==> config.mk <==
export PLATFORM = sky130hd
export DESIGN_NAME = challenge_ball_sampler_core
export DESIGN_NICKNAME = d
export VERILOG_FILES = /design/src/rtl/core/csb_pkg.sv /design/src/rtl/core/challenge_ball_sampler_core.sv /design/src/rtl/core/csb_front.sv /design/src/rtl/core/csb_queue.sv /design/src/rtl/core/csb_back.sv
export SDC_FILE = /design/constraint.sdc
export NUM_CORES = 2
export LEC_CHECK = 0
export BUFFER_PORTS_ARGS = -buffer_cell sky130_fd_sc_hd__buf_4
export CAP_MARGIN = 15
export CORE_ASPECT_RATIO = 0.6
export CORE_MARGIN = 3
export CORE_UTILIZATION = 63
export DETAILED_ROUTE_END_ITERATION = 6
export HOLD_SLACK_MARGIN = 0.1
export PLACE_DENSITY = 0.8
export SYNTH_ARGS = -nofsm -noshare
export SYNTH_HDL_FRONTEND = slang
export SYNTH_SLANG_ARGS = --single-unit
==> constraint.sdc <==
create_clock -name clk -period 12.68 [get_ports clk]
set_clock_uncertainty 0.1 [all_clocks]
set_input_delay 0 -clock clk [delete_from_list [all_inputs] [get_ports clk]]
set_output_delay 0 -clock clk [all_outputs]
set_load 0.01 [all_outputs]
==> src/rtl/core/csb_pkg.sv <==
// Shared constants, word types and code helpers for the challenge ball sampler.
`default_nettype none

package csb_pkg;

    localparam int N_COEFFS   = 256;
    localparam int MODULUS    = 8380417;
    localparam int TAU_MAX    = 64;
    localparam int TAU_RESET  = 39;
    localparam int SIGN_BYTES = 8;
    localparam int VAL_W      = 23;
    localparam int IDX_W      = $clog2(N_COEFFS);
    localparam int POS_W      = IDX_W + 1;
    localparam int TAU_W      = 7;
    localparam int SEEN_W     = 4;
    localparam int LANE_W     = $clog2(SIGN_BYTES);
    localparam int QDEPTH     = 2;
    localparam int QPTR_W     = $clog2(QDEPTH);
    localparam int QCNT_W     = $clog2(QDEPTH + 1);
    localparam int PADDR_W    = 3;
    localparam int PDATA_W    = 32;

    localparam logic [POS_W-1:0]  N_POS     = POS_W'(N_COEFFS);
    localparam logic [TAU_W-1:0]  TAU_LIMIT = TAU_W'(TAU_MAX);
    localparam logic [TAU_W-1:0]  TAU_INIT  = TAU_W'(TAU_RESET);
    localparam logic [SEEN_W-1:0] SIGN_DONE = SEEN_W'(SIGN_BYTES);

    // register index decoded from paddr[2]
    localparam logic REG_NONZERO_COUNT = 1'b0;

    typedef logic [1:0] code_t;

    localparam code_t CODE_ZERO  = 2'd0;
    localparam code_t CODE_PLUS  = 2'd1;
    localparam code_t CODE_MINUS = 2'd2;

    typedef struct packed {
        logic [7:0] stream_byte;
        logic       first;
    } in_word_t;

    typedef struct packed {
        logic [7:0]       moved_index;
        logic [VAL_W-1:0] moved_value;
        logic [7:0]       chosen_index;
        logic [VAL_W-1:0] chosen_value;
        logic             last;
    } out_word_t;

    typedef struct packed {
        logic             clear;
        logic [IDX_W-1:0] byte_val;
        logic [POS_W-1:0] pos;
        logic             sign;
        logic             last;
    } cmd_t;

    function automatic logic [VAL_W-1:0] code_value(input code_t code);
        logic [VAL_W-1:0] val;
        case (code)
            CODE_PLUS:  val = VAL_W'(1);
            CODE_MINUS: val = VAL_W'(MODULUS - 1);
            default:    val = '0;
        endcase
        return val;
    endfunction

endpackage

`default_nettype wire

==> src/rtl/core/challenge_ball_sampler_core.sv <==
// Top level of the challenge ball sampler: configuration register and block wiring.
`default_nettype none

// Takes one hash byte per cycle on the byte channel while byte_stall is low
// and, for each accepted placement byte, returns one word carrying both store
// writes of the swap. A word passes through the command queue, the registered
// store read and the output register, and the swap is written as the word
// enters the output register. The store is two 256 x 2-bit memories with a
// 256-bit written mask, so the first byte of a challenge clears it by zeroing
// the mask, with no sweep. nonzero_count is sampled when a first byte is
// taken; write it only while the block is idle.
module challenge_ball_sampler_core (
    input  wire logic                         clk,
    input  wire logic                         rst_n,
    input  wire logic                         byte_valid,
    output logic                              byte_stall,
    input  wire csb_pkg::in_word_t            byte_data,
    output logic                              place_valid,
    input  wire logic                         place_stall,
    output csb_pkg::out_word_t                place_data,
    input  wire logic                         psel,
    input  wire logic                         penable,
    input  wire logic                         pwrite,
    input  wire logic [csb_pkg::PADDR_W-1:0]  paddr,
    input  wire logic [csb_pkg::PDATA_W-1:0]  pwdata,
    output logic [csb_pkg::PDATA_W-1:0]       prdata,
    output logic                              pready
);
    import csb_pkg::*;

    logic [TAU_W-1:0] tau_reg;
    logic             push_valid;
    cmd_t             push_cmd;
    logic             push_full;
    logic             pop_valid;
    cmd_t             pop_cmd;
    logic             pop_stall;

    assign pready = 1'b1;
    assign prdata = (paddr[2] == REG_NONZERO_COUNT)
                  ? {{(PDATA_W-TAU_W){1'b0}}, tau_reg} : '0;

    always_ff @(posedge clk or negedge rst_n)
    begin
        if (!rst_n)
        begin
            tau_reg <= TAU_INIT;
        end
        else if (psel && penable && pwrite && pready && (paddr[2] == REG_NONZERO_COUNT))
        begin
            tau_reg <= pwdata[TAU_W-1:0];
        end
    end

    csb_front u_front (
        .clk        (clk),
        .rst_n      (rst_n),
        .byte_valid (byte_valid),
        .byte_stall (byte_stall),
        .byte_data  (byte_data),
        .tau        (tau_reg),
        .push_full  (push_full),
        .push_valid (push_valid),
        .push_cmd   (push_cmd)
    );

    csb_queue u_queue (
        .clk        (clk),
        .rst_n      (rst_n),
        .push_valid (push_valid),
        .push_cmd   (push_cmd),
        .push_full  (push_full),
        .pop_valid  (pop_valid),
        .pop_cmd    (pop_cmd),
        .pop_stall  (pop_stall)
    );

    csb_back u_back (
        .clk         (clk),
        .rst_n       (rst_n),
        .cmd_valid   (pop_valid),
        .cmd         (pop_cmd),
        .cmd_stall   (pop_stall),
        .place_valid (place_valid),
        .place_stall (place_stall),
        .place_data  (place_data)
    );

endmodule

`default_nettype wire

==> src/rtl/core/csb_front.sv <==
// Front end: sign word collection, position tracking, rejection and command issue.
`default_nettype none

module csb_front (
    input  wire logic              clk,
    input  wire logic              rst_n,
    input  wire logic              byte_valid,
    output logic                   byte_stall,
    input  wire csb_pkg::in_word_t byte_data,
    input  wire logic [6:0]        tau,
    input  wire logic              push_full,
    output logic                   push_valid,
    output csb_pkg::cmd_t          push_cmd
);
    import csb_pkg::*;

    logic [63:0]       sign_word_reg, sign_word_next;
    logic [SEEN_W-1:0] seen_reg, seen_next;
    logic [POS_W-1:0]  position_reg, position_next;
    logic              busy_reg, busy_next;
    logic              accept;
    logic [TAU_W-1:0]  tau_sat;
    logic [POS_W-1:0]  start_pos;
    logic [POS_W-1:0]  pos_inc;
    logic              place_last;

    assign byte_stall = push_full;
    assign accept     = byte_valid && !push_full;
    assign tau_sat    = (tau > TAU_LIMIT) ? TAU_LIMIT : tau;
    assign start_pos  = N_POS - {{(POS_W-TAU_W){1'b0}}, tau_sat};
    assign pos_inc    = position_reg + POS_W'(1);
    assign place_last = (pos_inc >= N_POS);

    always_comb
    begin
        sign_word_next = sign_word_reg;
        seen_next      = seen_reg;
        position_next  = position_reg;
        busy_next      = busy_reg;
        push_valid     = 1'b0;
        push_cmd       = '0;
        if (accept)
        begin
            if (byte_data.first)
            begin
                sign_word_next  = {56'd0, byte_data.stream_byte};
                seen_next       = SEEN_W'(1);
                position_next   = start_pos;
                busy_next       = (tau_sat != '0);
                push_valid      = 1'b1;
                push_cmd.clear  = 1'b1;
                push_cmd.pos    = start_pos;
            end
            else if (busy_reg)
            begin
                if (seen_reg < SIGN_DONE)
                begin
                    sign_word_next[8*seen_reg[LANE_W-1:0] +: 8] = byte_data.stream_byte;
                    seen_next = seen_reg + SEEN_W'(1);
                end
                else if ({1'b0, byte_data.stream_byte} <= position_reg)
                begin
                    push_valid        = 1'b1;
                    push_cmd.byte_val = byte_data.stream_byte;
                    push_cmd.pos      = position_reg;
                    push_cmd.sign     = sign_word_reg[0];
                    push_cmd.last     = place_last;
                    sign_word_next    = {1'b0, sign_word_reg[63:1]};
                    position_next     = pos_inc;
                    if (place_last)
                    begin
                        busy_next = 1'b0;
                    end
                end
            end
        end
    end

    always_ff @(posedge clk or negedge rst_n)
    begin
        if (!rst_n)
        begin
            sign_word_reg <= '0;
            seen_reg      <= '0;
            position_reg  <= '0;
            busy_reg      <= 1'b0;
        end
        else
        begin
            sign_word_reg <= sign_word_next;
            seen_reg      <= seen_next;
            position_reg  <= position_next;
            busy_reg      <= busy_next;
        end
    end

    a_place_needs_sign: assert property (@(posedge clk) disable iff (!rst_n)
        (push_valid && !push_cmd.clear) |-> (busy_reg && seen_reg == SIGN_DONE))
        else $error("placement issued before sign word complete");

    a_busy_in_range: assert property (@(posedge clk) disable iff (!rst_n)
        busy_reg |-> (position_reg < N_POS))
        else $error("busy with position past the last coefficient");

endmodule

`default_nettype wire

==> src/rtl/core/csb_queue.sv <==
// Short command queue between the front end and the store back end.
`default_nettype none

module csb_queue (
    input  wire logic          clk,
    input  wire logic          rst_n,
    input  wire logic          push_valid,
    input  wire csb_pkg::cmd_t push_cmd,
    output logic               push_full,
    output logic               pop_valid,
    output csb_pkg::cmd_t      pop_cmd,
    input  wire logic          pop_stall
);
    import csb_pkg::*;

    cmd_t              entries_reg [QDEPTH];
    logic [QPTR_W-1:0] wr_ptr_reg, wr_ptr_next;
    logic [QPTR_W-1:0] rd_ptr_reg, rd_ptr_next;
    logic [QCNT_W-1:0] count_reg, count_next;
    logic              do_push;
    logic              do_pop;

    assign push_full = (count_reg == QCNT_W'(QDEPTH));
    assign pop_valid = (count_reg != '0);
    assign pop_cmd   = entries_reg[rd_ptr_reg];
    assign do_push   = push_valid && !push_full;
    assign do_pop    = pop_valid && !pop_stall;

    always_comb
    begin
        wr_ptr_next = wr_ptr_reg;
        rd_ptr_next = rd_ptr_reg;
        count_next  = count_reg;
        if (do_push)
        begin
            wr_ptr_next = (wr_ptr_reg == QPTR_W'(QDEPTH - 1)) ? '0 : wr_ptr_reg + QPTR_W'(1);
        end
        if (do_pop)
        begin
            rd_ptr_next = (rd_ptr_reg == QPTR_W'(QDEPTH - 1)) ? '0 : rd_ptr_reg + QPTR_W'(1);
        end
        if (do_push && !do_pop)
        begin
            count_next = count_reg + QCNT_W'(1);
        end
        else if (do_pop && !do_push)
        begin
            count_next = count_reg - QCNT_W'(1);
        end
    end

    always_ff @(posedge clk or negedge rst_n)
    begin
        if (!rst_n)
        begin
            wr_ptr_reg <= '0;
            rd_ptr_reg <= '0;
            count_reg  <= '0;
        end
        else
        begin
            wr_ptr_reg <= wr_ptr_next;
            rd_ptr_reg <= rd_ptr_next;
            count_reg  <= count_next;
        end
    end

    always_ff @(posedge clk)
    begin
        if (do_push)
        begin
            entries_reg[wr_ptr_reg] <= push_cmd;
        end
    end

    a_count_bounded: assert property (@(posedge clk) disable iff (!rst_n)
        count_reg <= QCNT_W'(QDEPTH))
        else $error("command queue overflow");

endmodule

`default_nettype wire

==> src/rtl/core/csb_back.sv <==
// Back end: coefficient store swap, read forwarding and result output register.
`default_nettype none

module csb_back (
    input  wire logic              clk,
    input  wire logic              rst_n,
    input  wire logic              cmd_valid,
    input  wire csb_pkg::cmd_t     cmd,
    output logic                   cmd_stall,
    output logic                   place_valid,
    input  wire logic              place_stall,
    output csb_pkg::out_word_t     place_data
);
    import csb_pkg::*;

    code_t              sign_mem  [N_COEFFS];
    code_t              moved_mem [N_COEFFS];
    logic [N_COEFFS-1:0] avalid_reg;

    logic              st_valid_reg, st_valid_next;
    cmd_t              st_cmd_reg;
    logic              st_avalid_reg;
    logic              st_hita_reg;
    code_t             st_fwda_reg;
    logic              st_hitb_reg;
    code_t             st_fwdb_reg;
    code_t             sign_rdata_reg;
    code_t             moved_rdata_reg;
    logic [POS_W-1:0]  start_reg;

    logic              out_valid_reg;
    out_word_t         out_data_reg;

    logic              out_free;
    logic              st_move;
    logic              load;
    logic              place_write;
    logic              clear_move;
    logic              in_moved;
    code_t             old_code;
    code_t             sign_code;
    logic [IDX_W-1:0]  st_pos_idx;

    assign out_free    = !out_valid_reg || !place_stall;
    assign st_move     = st_valid_reg && (st_cmd_reg.clear || out_free);
    assign cmd_stall   = st_valid_reg && !st_move;
    assign load        = cmd_valid && !cmd_stall;
    assign place_write = st_move && !st_cmd_reg.clear;
    assign clear_move  = st_move && st_cmd_reg.clear;
    assign st_pos_idx  = st_cmd_reg.pos[IDX_W-1:0];
    assign sign_code   = st_cmd_reg.sign ? CODE_MINUS : CODE_PLUS;
    assign in_moved    = ({1'b0, st_cmd_reg.byte_val} >= start_reg)
                      && ({1'b0, st_cmd_reg.byte_val} < st_cmd_reg.pos);

    always_comb
    begin
        if (st_hita_reg)
        begin
            old_code = st_fwda_reg;
        end
        else if (st_avalid_reg)
        begin
            old_code = sign_rdata_reg;
        end
        else if (in_moved)
        begin
            old_code = st_hitb_reg ? st_fwdb_reg : moved_rdata_reg;
        end
        else
        begin
            old_code = CODE_ZERO;
        end
    end

    always_comb
    begin
        st_valid_next = st_valid_reg;
        if (load)
        begin
            st_valid_next = 1'b1;
        end
        else if (st_move)
        begin
            st_valid_next = 1'b0;
        end
    end

    always_ff @(posedge clk or negedge rst_n)
    begin
        if (!rst_n)
        begin
            st_valid_reg  <= 1'b0;
            out_valid_reg <= 1'b0;
            avalid_reg    <= '0;
            start_reg     <= '0;
        end
        else
        begin
            st_valid_reg <= st_valid_next;
            if (place_write)
            begin
                out_valid_reg <= 1'b1;
            end
            else if (!place_stall)
            begin
                out_valid_reg <= 1'b0;
            end
            if (clear_move)
            begin
                avalid_reg <= '0;
                start_reg  <= st_cmd_reg.pos;
            end
            else if (place_write)
            begin
                avalid_reg[st_cmd_reg.byte_val] <= 1'b1;
            end
        end
    end

    always_ff @(posedge clk)
    begin
        if (place_write)
        begin
            sign_mem[st_cmd_reg.byte_val] <= sign_code;
            moved_mem[st_pos_idx]         <= old_code;
            out_data_reg.moved_index      <= st_pos_idx;
            out_data_reg.moved_value      <= code_value(old_code);
            out_data_reg.chosen_index     <= st_cmd_reg.byte_val;
            out_data_reg.chosen_value     <= code_value(sign_code);
            out_data_reg.last             <= st_cmd_reg.last;
        end
        if (load)
        begin
            sign_rdata_reg  <= sign_mem[cmd.byte_val];
            moved_rdata_reg <= moved_mem[cmd.byte_val];
            st_cmd_reg      <= cmd;
            st_avalid_reg   <= avalid_reg[cmd.byte_val] && !clear_move;
            st_hita_reg     <= place_write && (cmd.byte_val == st_cmd_reg.byte_val);
            st_fwda_reg     <= sign_code;
            st_hitb_reg     <= place_write && (cmd.byte_val == st_pos_idx);
            st_fwdb_reg     <= old_code;
        end
    end

    assign place_valid = out_valid_reg;
    assign place_data  = out_data_reg;

    a_chosen_not_past_pos: assert property (@(posedge clk) disable iff (!rst_n)
        (st_valid_reg && !st_cmd_reg.clear) |-> ({1'b0, st_cmd_reg.byte_val} <= st_cmd_reg.pos))
        else $error("chosen index beyond current position");

    a_write_fills_output: assert property (@(posedge clk) disable iff (!rst_n)
        place_write |=> out_valid_reg)
        else $error("store swap without a result word");

endmodule

`default_nettype wire

* After elaboration in Yosys (flattened, before gate mapping) *
Memories as Yosys holds them, arrays and structs flattened. A register that Yosys moved wholly into a read port is not among the register bits.
Cells that the tools add are included.

word-level totals
  flip-flop bits (word level) = 446
  RAM bits = 1064
  input bits = 51
  output and inout port bits = 98
  memories kept = 3

memories
  memory               words  bits a word  rd ports  clocked after memory_dff  write ports  RTL line         source
  u_back.moved_mem     256    2            1         1                         1            csb_back.sv:17   code_t moved_mem [N_COEFFS];
  u_back.sign_mem      256    2            1         1                         1            csb_back.sv:16   code_t sign_mem [N_COEFFS];
  u_queue.entries_reg  2      20           1         0                         1            csb_queue.sv:16  cmd_t entries_reg [QDEPTH];

cells by class
  $add $sub $neg = 8
  magnitude comparators = 9
  equality and inequality tests = 9
  shift operators = 2
  mux-type cells = 57
  bitwise gates (word level) = 2
  reductions and logical operators = 40

operators by type and width
  cell                                                   number
  two-way mux 256 bit                                    2
  two-way mux 64 bit                                     4
  bitwise OR 256 bit                                     1
  case mux 23 bit (2 select lines)                       2
  bitwise mux 64 bit                                     1
  variable shift 8 x 34 -> 64 bit, first input constant  1
  indexed part select 8 x 34 -> 64 bit                   1
  two-way mux 19 bit                                     3
  two-way mux 9 bit                                      5
  negation 6 -> 34 bit                                   1
  two-way mux 1 bit                                      23
  two-way mux 20 bit                                     1
  < comparator 8 x 9 -> 1 bit, second input constant     2
  logical AND 1 bit                                      17
  equality test 8 bit                                    2
  two-way mux 2 bit                                      8
  two-way mux 7 bit                                      2
  nonzero test 2 bit                                     7
  two-way mux 4 bit                                      3
  adder 9 x 1 -> 9 bit, second input constant            1
  >= comparator 8 x 9 -> 1 bit                           1
  >= comparator 9 bit, second input constant             1
  less-or-equal comparator 8 x 9 -> 1 bit                1
  zero test 1 bit                                        9
  22 further kinds                                       28

* Depth between registers and ports, before layout *
  depth after elaboration = 11
  gate-level depth with buffers = 15
  depth with buffers taken out = 13

* By module *
Synthesis repeated with hierarchy kept, for this count alone.

unflattened totals
  cell total of the unflattened synthesis = 4200
  area, all modules = 62388.6 um^2

modules (own cells, without submodules)
  module                       instances  cells an instance  area an instance (um^2)
  csb_back                     1          3620               55484.5
  csb_front                    1          449                4703.3
  csb_queue                    1          81                 1654.1
  challenge_ball_sampler_core  1          50                 546.8

* Worst setup path before layout *
Ideal clock, no wire load.

  path type = register to register
  from = register u_back.st_cmd_reg[4] (netlist name)
  to = memory u_back.moved_mem[0][1] (netlist name) (data pin)
  setup time = 1.642 ns
  arrival time = 8.826 ns
  required time = 10.938 ns
  slack = 2.112 ns
  cell stages (with the launch flop) = 11
  path buffers = 1
  period minus slack after synthesis = 10.568 ns
  path through = edfxtp_1 > clkbuf_1 > inv_1 > ha_1 > a21o_1 > a21o_1 > a21o_1 > a21o_1 > a211oi_1 > o211ai_1 > o221ai_1

between the ends
  cells in the longest elaborated chain, start to end = 5

ends and longest elaborated chain
  item                         RTL line         source
  start: declaration           csb_back.sv:21   cmd_t st_cmd_reg;
  start signal: assignment     csb_back.sv:136  st_cmd_reg <= cmd;
  < comparator 8 x 9 -> 1 bit  csb_back.sv:53   && ({1'b0, st_cmd_reg.byte_val} < st_cmd_reg.pos);
  logical AND 1 bit            csb_back.sv:53
  two-way mux 2 bit            csb_back.sv:65   else if (in_moved)
  two-way mux 2 bit            csb_back.sv:61   else if (st_avalid_reg)
  two-way mux 2 bit            csb_back.sv:57   if (st_hita_reg)
  via u_back.old_code[1]       csb_back.sv:40   code_t old_code;
  end: declaration             csb_back.sv:17

The timed path passes the listed nets, and every way through them passes these cells.

* Worst setup path in the final report *
  from = register u_queue.rd_ptr_reg
  to = register u_back.sign_rdata_reg[0], read port of u_back.sign_mem (data pin)

between the ends
  cells in the longest elaborated chain, start to end = 1

ends and longest elaborated chain
  item                      RTL line         source
  start: declaration        csb_queue.sv:18  logic [QPTR_W-1:0] rd_ptr_reg, rd_ptr_next;
  start signal: assignment  csb_queue.sv:63  rd_ptr_reg <= rd_ptr_next;
  memory (2 x 20 bit)       -
  end: declaration          csb_back.sv:27   code_t sign_rdata_reg;

Every way passes these cells.
A chain may end at the register's enable or synchronous reset.

==> impl_results.md <==
* Final hold violation count at 0
* Core area at 0.101 mm2
* Met3 Routed Length at ~22 mm
* Data required, critical path at between 10,000 and 15,000 ps
* Worst R2R End: u_back.sign_rdata_reg[0]
* H-tree depth at 4
* Number of DRC markers in iteration 0 at 6,997
* Die Ht at between 200 and 300 um
* PwrDens at between 200 and 250 mW/mm2
* DRT antenna net count at 0
* Vias/cell at approximately 6.6
* Final Util at 0.691
* Worst slew margin at 0.108
* Top FF cell, synth: edfxtp_1
* DRC at 0
* First-pass GRT wire length at ~250 mm
* Synthesis Warnings at 0
* Crit path capture type: flop
* Finish-stage setup viols at 0
* Post-synthesis sequential area ratio at 0.660
* Crit path time final at ~5700 ps
* Netlist Area Pre-Place at between 0.06 and 0.07 mm2
* GP Congestion at 0.861
* Total GRT Usage at 0.311
* Top cell type's share of synthesized area at 0.521
* Gate Count Post-Synth at 5,406
* Vias in the first global route at ~42k
* Via Count at ~45k
* Crit-path max FO at 137
* Num CTS Buffers at between 100 and 150
* Class of the worst hold path: input pin to flop
* Tcrit/Tclk final at 0.452
* Clock slew at reported path FFs at ~70 ps
* Grt ovf at 0
* Total power at about 15 mW
* Port bufs at 71
* Synth top area cells: edfxtp_1, dfrtp_1, nor2_1, mux2i_1, nand2_1
* DIE AREA at ~0.11 mm2
* Least-Margin Pin Slew at approximately 1300 ps
* Setup WS pre-CTS at about 7300 ps
* Fin nets at between 5k and 6k
* Crit path DAT at ~6000 ps
* Fillers at between 6k and 7k
* Maximum root-to-sink buffer count at 3
* Cell variety after synth at 77
* Share of post-route cells with drive strength above 1 at 0.0899
* Synthesis-to-finish area growth at 8.43%
* RSZ-0062 raised after global routing: no
* Setup TNS at 0 ps
* Die width at about 420 um
* Largest net degree at the start of global routing at 259
* TritonCTS clock tree: built
* DRT met1 WL at 65.0 mm
* HP Start: byte_data[8]
* R2R Path Start: u_queue.rd_ptr_reg
* Routed wire length at 167 mm
* Synth Register Bits at approximately 1.5k
* VDD IR-drop max at around 0.45 mV
* Num Clock Sinks at between 1k and 1.5k
* Synth area leader: edfxtp_1
* Initial antenna violation count at 1
* Worst skew pair latency at ~770 ps
* EDFF count, synth at approximately 1.1k
* Initial DRT Pass Iterations at 7
* Post-DP HPWL at just over 90 mm
* Starting density of the core at 0.637
* Hold WS at approximately 160 ps
* Status: completed
* Clock root buffer: clkbuf_16
* Max cap viols at 0
* WS Path Type: flop to flop
* Fmax at ~170 MHz
* Hold depth at 3
* Syn_area_per_cell at 11.9 um2
* Top Ports at 149
* Crit path launch type: flop
* Reg2Reg Depth at 11
* Post-CTS setup buffers at 0
* Wire length per cell at about 25 um
* Slew Limit Fails at 0
* LEAKAGE at around 26 nW
* Final WS setup at 6950 ps
* Site row count at 90
* Routed met2 length at around 74 mm
* Highest routed layer: met5
* Async S/R FF share, synth at 0.242
* Worst hold path endpoint: u_queue.entries_reg[0][18]
* Reg2Reg Setup Slack at about 6900 ps
## report_power, final
group | internal, mW | total (mW) | switching [mW]
Sequential | 6.28 | 6.55 | 0.268
Combinational | 1.27 | 4.89 | 3.62
Clock | 2.17 | 3.90 | 1.73
Total | 9.72 | 15.3 | 5.62
## per-stage QoR
stage	instances	instance area, um2
floorplan	5454	64500
global placement	6468	65200
detailed placement	6468	65200
CTS	6737	69700
global route	6741	69700
finish	6743	69700
## routing by layer
metal	track usage	vias to the layer above
met1	0.451	21900
met3	0.0762	474
li1	-	19200
met2	0.461	3084
met5	0.00401	-
met4	0.120	2
## cell usage after synthesis (18+ instances only)
cell	count
edfxtp_1	1116
nor2_1	836
nand2_1	782
dfrtp_1	352
nand3_1	343
mux2i_1	309
a21oi_1	282
clkbuf_1	241
o22ai_1	121
buf_4	99
a311oi_1	98
buf_2	91
a22o_1	65
nor3_1	58
a31oi_1	53
o21ai_0	48
mux2_4	47
inv_1	39
mux2_2	38
ha_1	33
buf_6	27
and3_1	24
buf_1	23
or3_1	23
xnor2_1	23
nand2b_1	20
nor2b_1	18
## final cells by class
cell class              count  area (um2)  share of cell area
diodes                      2        5.00           0.0000718
inverters                  44         208             0.00298
repair buffers            205        1750              0.0251
well taps                1334        1670              0.0239
clock inverters            45         397             0.00569
clock buffers             184        3690              0.0529
multi-input cells        3457       19600               0.281
flip-flops and latches   1472       42400               0.609
## cells by family (layout without fill, tap and decap cells)
family,after synthesis,count (layout),share of synthesized area
and+or+nand+nor,2157,2157,0.140
DFF,1472,1472,0.660
AOI/OAI and AO/OA,791,791,0.0814
buffers and inverters,525,478,0.0414
muxes,399,399,0.0674
adders and majority gates,33,33,0.00642
xor gates and xnor gates,27,27,0.00368
other,2,52,0.000117
## how the worst max path moves through the flow
stage / startpoint / to / slack [ps] / depth (start not counted)
finish: u_queue.rd_ptr_reg / u_back.sign_rdata_reg[0] / 6950 / 11
detailed placement: u_queue.rd_ptr_reg / u_back.sign_rdata_reg[1] / 7310 / 13
global route: u_queue.rd_ptr_reg / u_back.sign_rdata_reg[1] / 6810 / 11
floorplan: u_back.st_cmd_reg[4] / u_back.moved_mem[0][1] / 2110 / 10
global placement: u_queue.rd_ptr_reg / u_back.sign_rdata_reg[0] / 7350 / 11
CTS: u_queue.rd_ptr_reg / u_back.sign_rdata_reg[0] / 7200 / 11
## repair_timing
| action | 4_1_cts | 5_1_grt |
|---|---|---|
| endpoints found under the hold margin | 351 | 0 |
| hold buffers | 40 | 0 |
| setup endpoints to repair | 0 | 0 |
| resized for setup | 0 | 0 |
## placed cells by master, fill, tap and decap left out, drive strengths merged, types with 14 or more instances in the layout
cell type,Yosys,final
a311oi,98,98
a21o,16,16
clkinv,0,35
a21oi,282,282
and3,24,24
nand3,343,343
inv,44,46
o221ai,16,16
buf,240,166
conb,2,50
edfxtp,1116,1116
dfrtp,352,352
clkbuf,241,184
a31oi,53,53
ha,33,33
or3,23,23
o21ai,53,53
o211ai,15,15
o22ai,121,121
a22o,65,65
nand2b,20,20
nand2,782,782
nor2,838,838
nor2b,18,18
dlygate4sd3,0,39
nor3,59,59
xnor2,23,23
nand4,14,14
mux2,85,85
mux2i,310,310
## worst max-delay path, cell delays in order, from the launching register on
cell,delay [ps]
dfrtp_1,420
mux2i_4,240
buf_4,780
clkinv_16,620
buf_4,580
buf_4,530
mux2i_1,220
o22ai_1,210
a311oi_1,80
o311ai_0,940
o31ai_1,240
o221ai_1,360
Power figures use the tool's default switching activity.
